`src/hdl/psas_pkg.sv`:
```
// psas_pkg.sv
// sizes, operation codes and controller/datapath interface types of the
// sorted array search engine; no dependencies
package psas_pkg;

   localparam int DEPTH       = 1024;
   localparam int ELEM_BITS   = 32;
   localparam int ADDR_BITS   = $clog2(DEPTH);
   localparam int POS_BITS    = $clog2(DEPTH + 1);
   localparam int LEN_BITS    = 11;
   localparam int KEY_BITS    = 32;
   localparam int RESULT_BITS = 32;
   localparam int ACTION_BITS = 3;

   // operation codes of a request
   typedef enum logic [ACTION_BITS-1:0] {
      ACT_WRITE  = 3'd0,
      ACT_READ   = 3'd1,
      ACT_LOWER  = 3'd2,
      ACT_UPPER  = 3'd3,
      ACT_EXACT  = 3'd4,
      ACT_GALLOP = 3'd5,
      ACT_MAX    = 3'd6
   } action_type;

   // memory address source
   typedef enum logic [2:0] {
      ADDR_INDEX,
      ADDR_PROBE,
      ADDR_LO,
      ADDR_GALLOP,
      ADDR_SCAN,
      ADDR_CLEAR
   } addr_sel_type;

   // update of the bisection window
   typedef enum logic [2:0] {
      SPAN_HOLD,
      SPAN_RANGE,
      SPAN_TAIL,
      SPAN_STEP,
      SPAN_BISECT
   } span_op_type;

   // result source at the end of a transaction
   typedef enum logic [2:0] {
      RES_ERROR,
      RES_KEY,
      RES_RDATA,
      RES_LO,
      RES_LEN,
      RES_MAX,
      RES_EXACT
   } res_sel_type;

   typedef struct packed {
      logic         load;
      logic         mem_we;
      addr_sel_type addr_sel;
      span_op_type  span_op;
      logic         gal_init;
      logic         gal_step;
      logic         max_init;
      logic         max_run;
      logic         clear_run;
      logic         finish;
      res_sel_type  res_sel;
   } ctrl_cmd_type;

   typedef struct packed {
      action_type action;
      logic       bad_req;
      logic       span_zero;
      logic       lo_ne_end;
      logic       go_right;
      logic       gal_in_range;
      logic       ge_key;
      logic       max_done;
      logic       clear_last;
   } dp_status_type;

endpackage

```
`src/hdl/psas_ctrl.sv`:
```
// psas_ctrl.sv
// controller state machine of the sorted array search engine
// depends on psas_pkg
module psas_ctrl (
   input  logic                    clock,
   input  logic                    reset,
   input  logic                    start,
   input  psas_pkg::dp_status_type status,
   output psas_pkg::ctrl_cmd_type  cmd,
   output logic                    busy,
   output logic                    rsp_strobe
);

   typedef enum logic [3:0] {
      S_CLEAR,
      S_IDLE,
      S_DECODE,
      S_READ_WAIT,
      S_BIS_ADDR,
      S_BIS_CMP,
      S_EXACT_CMP,
      S_GAL_CHECK,
      S_GAL_CMP,
      S_MAX
   } state_type;

   state_type state_ff, state_in;
   logic      strobe_ff;

   // next state and datapath commands
   always_comb begin
      cmd      = '0;
      state_in = state_ff;
      unique case (state_ff)
         S_CLEAR: begin
            cmd.mem_we    = 1'b1;
            cmd.addr_sel  = psas_pkg::ADDR_CLEAR;
            cmd.clear_run = 1'b1;
            if (status.clear_last) begin
               state_in = S_IDLE;
            end
         end
         S_IDLE: begin
            if (start) begin
               cmd.load = 1'b1;
               state_in = S_DECODE;
            end
         end
         S_DECODE: begin
            if (status.bad_req) begin
               cmd.finish  = 1'b1;
               cmd.res_sel = psas_pkg::RES_ERROR;
               state_in    = S_IDLE;
            end else begin
               unique case (status.action)
                  psas_pkg::ACT_WRITE: begin
                     cmd.mem_we   = 1'b1;
                     cmd.addr_sel = psas_pkg::ADDR_INDEX;
                     cmd.finish   = 1'b1;
                     cmd.res_sel  = psas_pkg::RES_KEY;
                     state_in     = S_IDLE;
                  end
                  psas_pkg::ACT_READ: begin
                     cmd.addr_sel = psas_pkg::ADDR_INDEX;
                     state_in     = S_READ_WAIT;
                  end
                  psas_pkg::ACT_LOWER, psas_pkg::ACT_UPPER, psas_pkg::ACT_EXACT: begin
                     cmd.span_op = psas_pkg::SPAN_RANGE;
                     state_in    = S_BIS_ADDR;
                  end
                  psas_pkg::ACT_GALLOP: begin
                     cmd.gal_init = 1'b1;
                     state_in     = S_GAL_CHECK;
                  end
                  psas_pkg::ACT_MAX: begin
                     cmd.max_init = 1'b1;
                     state_in     = S_MAX;
                  end
                  default: begin
                     cmd.finish  = 1'b1;
                     cmd.res_sel = psas_pkg::RES_ERROR;
                     state_in    = S_IDLE;
                  end
               endcase
            end
         end
         S_READ_WAIT: begin
            cmd.finish  = 1'b1;
            cmd.res_sel = psas_pkg::RES_RDATA;
            state_in    = S_IDLE;
         end
         // window empty: answer, or fetch the candidate for an exact match; else fetch the probe
         S_BIS_ADDR: begin
            if (status.span_zero) begin
               if (status.action == psas_pkg::ACT_EXACT) begin
                  if (status.lo_ne_end) begin
                     cmd.addr_sel = psas_pkg::ADDR_LO;
                     state_in     = S_EXACT_CMP;
                  end else begin
                     cmd.finish  = 1'b1;
                     cmd.res_sel = psas_pkg::RES_LEN;
                     state_in    = S_IDLE;
                  end
               end else begin
                  cmd.finish  = 1'b1;
                  cmd.res_sel = psas_pkg::RES_LO;
                  state_in    = S_IDLE;
               end
            end else begin
               cmd.addr_sel = psas_pkg::ADDR_PROBE;
               state_in     = S_BIS_CMP;
            end
         end
         S_BIS_CMP: begin
            cmd.span_op = psas_pkg::SPAN_BISECT;
            state_in    = S_BIS_ADDR;
         end
         S_EXACT_CMP: begin
            cmd.finish  = 1'b1;
            cmd.res_sel = psas_pkg::RES_EXACT;
            state_in    = S_IDLE;
         end
         // gallop probes lo+step while it stays inside the range
         S_GAL_CHECK: begin
            if (status.gal_in_range) begin
               cmd.addr_sel = psas_pkg::ADDR_GALLOP;
               state_in     = S_GAL_CMP;
            end else begin
               cmd.span_op = psas_pkg::SPAN_TAIL;
               state_in    = S_BIS_ADDR;
            end
         end
         S_GAL_CMP: begin
            if (status.ge_key) begin
               cmd.span_op = psas_pkg::SPAN_STEP;
               state_in    = S_BIS_ADDR;
            end else begin
               cmd.gal_step = 1'b1;
               state_in     = S_GAL_CHECK;
            end
         end
         S_MAX: begin
            if (status.max_done) begin
               cmd.finish  = 1'b1;
               cmd.res_sel = psas_pkg::RES_MAX;
               state_in    = S_IDLE;
            end else begin
               cmd.addr_sel = psas_pkg::ADDR_SCAN;
               cmd.max_run  = 1'b1;
            end
         end
         default: begin
            state_in = S_IDLE;
         end
      endcase
   end

   // state and response strobe
   always_ff @(posedge clock) begin
      if (reset) begin
         state_ff  <= S_CLEAR;
         strobe_ff <= 1'b0;
      end else begin
         state_ff  <= state_in;
         strobe_ff <= cmd.finish;
      end
   end

   assign busy       = (state_ff != S_IDLE);
   assign rsp_strobe = strobe_ff;

endmodule

```
`config.mk`:
```
export PLATFORM = sky130hd
export DESIGN_NAME = psas_ctrl
export DESIGN_NICKNAME = d
export VERILOG_FILES = /design/src/hdl/psas_pkg.sv /design/src/hdl/psas_ctrl.sv
export SDC_FILE = /design/constraint.sdc
export NUM_CORES = 1
export LEC_CHECK = 0
export CORE_AREA = 2 2 39 41
export DETAILED_ROUTE_END_ITERATION = 16
export DIE_AREA = 0 0 41 43
export DONT_BUFFER_PORTS = 1
export GPL_TIMING_DRIVEN = 0
export HOLD_SLACK_MARGIN = 0.05
export PLACE_DENSITY_LB_ADDON = 0.05
export SLEW_MARGIN = 15
export SYNTH_ARGS = -nofsm -noshare
export SYNTH_HDL_FRONTEND = slang
export SYNTH_SLANG_ARGS = --single-unit
export TNS_END_PERCENT = 100
```
`constraint.sdc`:
```
create_clock -name clock -period 1.8 [get_ports clock]
set_input_delay 0.27 -clock clock [delete_from_list [all_inputs] [get_ports clock]]
set_output_delay 0.27 -clock clock [all_outputs]
set_load 0.03 [all_outputs]
```
==> reports/results.tsv, run 1 <==
metric	value	unit
synth_ff_type	dfxtp_1	
final_common_cell	nand2_1	
clock_path_buffers	2	
fin_crit_sh	108	%
clock_sinks	5	
yosysWarnings	0	
syn_nets	113	
post_drt_wl_per_cell	17.8	um
first_pass_iters	4	
cts_tree	built	
p_seq_share	29.9	%
via_per_inst	6.46	
synthArstFlopShare	0	%
grt_max_degree	11	
cp_top_family	simple AND/OR/NAND/NOR gates	
clock_skew	0.00527	ns
hold-worst-slack	0.0775	ns
grt_pass1_vias	726	
vdd_ir_drop_max	0.192	mV
required	1.53	ns
antenna_found_initial	0	
clk_latency	0.25	ns
pwr-share-clk	34.3	%
min_path_type	in2reg	
grt_first_pass_wirelength	3180	um
start_util	48.5	%
crit_arrival	1.67	ns
place_area	726	um^2
area_delta_synth_final	55.4	%
finalHoldViolCount	0	
tightest_slew	0.690	ns
dieArea	1760	um^2
clockRootBuffer	clkbuf_4	
crit_type	reg2out	
syn_inst	99	
finalWorstSetupSlack	-0.141	ns
critical_path.cell_chain	or4b_4, nor4_4	
worstPathBufferInverterCount	0	
io_buffers	0	
drc	0	
globalplace.congestion	0.872	
drv_cap	0	
drt-total-wl	2280	um
ctsHoldBuffers	0	
io_pins	33	
outcome	complete, but fails checks	
p_leak	0.385	nW
clk_pin_slew	0.05	ns
path_max_fanout	8	
final_area	1040	um^2
syn-mean-instance-area	6.77	um^2
grt_usage	25.9	%
drt_iter0_markers	23	
hpwlAfterDp	1480	um
switching_share	38.5	%
nets	127	
synth_edf_count	0	
min_period	1.94	ns
std_cell_rows	14	
ys_seq_elements	5	
p_per_area	382	nW/um^2
core	1380	um^2
endpoint_kind	primary output	
die_w	41	um
drive_gt1_share	55.4	%
antenna_cells	0	
violations	setup timing	
num_vias	827	
internal_power	0.245	mW
max_freq	0.515	GHz
grt_overflow	0	
ctsHtreeMaxLevel	1	
setup-violations-final	7	
worstSetupStartpointType	register	
grt_setup_unrepaired	yes	
yosysSeqAreaShare	14.9	%
relSlewSlack	53.8	%
ys_types	37	
drv_slew	0	
final_cell_mix	10 x nand2_1, 9 x buf_4, 5 x nand2b_1, 4 x nand2_2, 4 x dfxtp_4	
synth_area	671	um^2
die_y	43	um
cpPeakStageDelay	0.57	ns
slowest_stage	or4b_4	
p_switching	0.153	mW
p_comb_share	35.8	%
ant_nets	0	
cts_inserted_buffers	3	
[worst register-to-register path: cells and delay by family (launching register included)]
family | cells | cell delay (ns)
compound gates | 2 | 0.60
buf+inv | 1 | 0.12
simple gates | 2 | 0.57
flops | 1 | 0.34
[what timing repair did]
action,CTS,global route
setup buffers,4,6
pin swaps,14,9
setup endpoints to repair,17,14
resized for setup,47,18
[metal layers]
metal / share of wire [%] / vias to the layer above / GRT usage, %
met5: 0 / - / 0
met4: 0.66 / 0 / 12.7
met3: 8.7 / 2 / 3.66
met2: 53 / 48 / 40.6
met1: 38 / 384 / 32.8
li1: - / 393 / -
[path summary, 6_finish.rpt]
| check | startpoint | endpoint | slack [ns] | cells after the start |
|---|---|---|---|---|
| max | state_ff[0] | cmd[6] | -0.14 | 2 |
| min | reset | state_ff[1] | 0.08 | 1 |
| max reg2reg | state_ff[2] | rsp_strobe | 0.05 | 5 |
| min reg2reg | state_ff[1] | state_ff[1] | 0.72 | 3 |
[stage by stage]
step	worst slack, ns	utilization, %	std cells	setup TNS [ns]	power, mW
after floorplan	-0.0791	-	99	-0.0971	0.214
after detailed placement	-0.240	52.4	115	-0.915	0.229
after global placement	-0.232	52.4	115	-0.883	0.228
after CTS	-0.224	67.3	122	-0.888	0.382
after global routing	-0.182	75.3	128	-0.810	0.411
final	-0.141	75.3	128	-0.524	0.398
[sequential cells by signal (all words and copies together) (netlist names)]
register / count
rsp_strobe: 1
state_ff: 4
[area by class of cell]
cell class,count,area (um^2)
multi-input cells,85,738
fillers,103,342
flip-flops and latches,5,115
repair buffers,10,78.8
plain buffers,5,50.0
clock buffers,4,26.3
well taps,16,20.0
inverters,3,13.8
[power by group through the flow]
stage          registers, mW  logic [mW]  clock network, mW
2_1_floorplan          0.120      0.0937                  0
3_3_place_gp           0.122       0.106                  0
3_5_place_dp           0.122       0.107                  0
4_1_cts                0.119       0.130              0.133
5_1_grt                0.120       0.150              0.142
6_report               0.119       0.142              0.136
[cells in the mapped netlist, types with 2 or more instances]
master,instances,area (um^2)
nand3_1,5,25.0
nand2_1,15,56.3
nor3_1,4,20.0
nor2b_1,7,43.8
nand2b_1,6,37.5
clkbuf_1,5,18.8
a21oi_1,6,30.0
inv_1,3,11.3
a211oi_1,3,22.5
or3b_2,2,17.5
and3_1,3,18.8
nor2_1,9,33.8
nor4_1,2,12.5
o21ai_0,2,10.0
dfxtp_1,5,100
[kinds of logic (layout without fill, tap and decap cells)]
kind of cell	after synthesis	in the layout	synth area share, %
AO/OA/AOI/OAI	22	22	25.2
XOR/XNOR	1	1	1.31
buffers and inverters	9	22	6.16
flip-flops	5	5	14.9
AND/OR/NAND/NOR	62	62	52.4
Note: power is estimated with default switching activity, not from simulation.
==> run 2: changes to the inputs <==
- REMOVE_ABC_BUFFERS: unset -> 1
==> run 2 against run 1 <==
Effect of this change:
- the flow still finishes with violations (setup timing)
- sequential power is essentially flat
- via count grew 7.3%
- sequential share of layout area shrank 0.43 points
- critical endpoint unchanged
- largest cell class unchanged
==> reports/results.tsv, run 2 (same netlist as run 1, synthesis figures left out) <==
metric	value	unit
finalHoldViolCount	0	
hold_path_depth	1	
final_common_cell	buf_4	
antenna_cells	0	
std_cell_rows	14	
clk_latency	0.24	ns
place_ws	-0.435	ns
nets	131	
ant_nets	0	
drive_gt1_share	54.3	%
max_freq	0.513	GHz
first_pass_iters	4	
largest-register	state_ff	
drc	0	
grt_first_pass_wirelength	3150	um
grt_max_degree	12	
area_delta_synth_final	61.8	%
seq_area	115	um^2
ctsHtreeMaxLevel	1	
min_path_type	in2reg	
multi_input_area	754	um^2
p_leak	0.410	nW
cts_inserted_buffers	3	
io_pins	33	
clock_skew	0.00228	ns
min_period	1.95	ns
fin_crit_sh	108	%
power	0.392	mW
tightest_slew	0.725	ns
p_per_area	362	nW/um^2
drv_slew	0	
drt-total-wl	2570	um
final_cell_mix	16 x buf_4, 10 x nand2_1, 5 x nor2_1, 5 x nor2b_1	
globalplace.congestion	0.812	
core	1380	um^2
clk_pin_slew	0.04	ns
vdd_ir_drop_max	0.181	mV
grt_pass1_vias	705	
grt_usage	26.1	%
outcome	complete, but fails checks	
die_y	43	um
hold-worst-slack	0.0835	ns
drv_cap	0	
required	1.53	ns
hpwlAfterDp	1350	um
crit_type	reg2out	
worstSetupStartpointType	register	
relSlewSlack	51.4	%
num_vias	887	
dieArea	1760	um^2
antenna_found_initial	0	
setup-violations-final	6	
endpoint_kind	primary output	
post_drt_wl_per_cell	19.5	um
clock_path_buffers	2	
clockRootBuffer	clkbuf_4	
start_util	48.5	%
crit_arrival	1.68	ns
die_w	41	um
grt_setup_unrepaired	yes	
reg2reg_depth	4	
clock_sinks	5	
fill_cells	99	
ctsHoldBuffers	0	
via_per_inst	6.72	
final_core_util	78.4	%
setup_tns	-0.387	ns
path_max_fanout	4	
drt_iter0_markers	32	
grt_overflow	0	
violations	setup timing	
finalWorstSetupSlack	-0.150	ns
io_buffers	0	
largest_reg_flops	4	
cts_tree	built	
-- run 2: cell count changes in the layout (fill, tap and decap cells not counted), moves of 2 or more --
cell / change
clkbuf_2: -2
nand3_2: -2
nor2b_2: -3
nor2b_1: +2
nand2b_1: -2
nor2_2: -2
buf_4: +7
nor2_1: +2
-- run 2: critical path, cell delays in order (launching register included) --
cell and delay [ns]:
dfxtp_4 0.35, or4b_4 0.61, nor4_4 0.47
-- run 2: final timing paths --
kind                                   from     endpoint  slack [ns]
worst max-delay path            state_ff[3]       cmd[6]       -0.15
worst min-delay path                  reset  state_ff[1]        0.08
worst max register to register  state_ff[2]   rsp_strobe        0.10
worst min register to register  state_ff[1]  state_ff[1]        0.70
-- run 2: final cells by class --
type,count,area share (%)
repair buffers,19,14.5
well taps,16,1.85
flip-flops and latches,5,10.6
clock buffers,4,2.42
inverters,3,1.04
multi-input cells,85,69.6
-- run 2: through the flow --
stage,cells,instance area [um^2]
after global routing,132,1080
after floorplan,93,641
after CTS,125,926
after detailed placement,109,667
after global placement,109,661
final,132,1080
-- run 2: layer usage --
metal / routed length, um / global-route usage [%] / up-vias / share of wire (%)
met3: 196 / 2.62 / 12 / 7.6
met2: 1350 / 40.3 / 51 / 52
met5: 0 / 0 / - / 0
met1: 959 / 34.3 / 426 / 37
li1: - / - / 398 / -
met4: 66 / 12.7 / 0 / 2.6
-- run 2: report_power, final --
group | leakage, nW | total, mW | internal [mW] | switching [mW]
Sequential | 0.0436 | 0.120 | 0.111 | 0.00970
Clock | 0.0150 | 0.128 | 0.0837 | 0.0442
Combinational | 0.352 | 0.144 | 0.0506 | 0.0935
Total | 0.410 | 0.392 | 0.245 | 0.147
-- run 2: timing repair --
action,in CTS,in global routing
endpoints found under the setup margin,18,11
resized for setup,36,24
buffers inserted,12,8
pin swaps,9,14
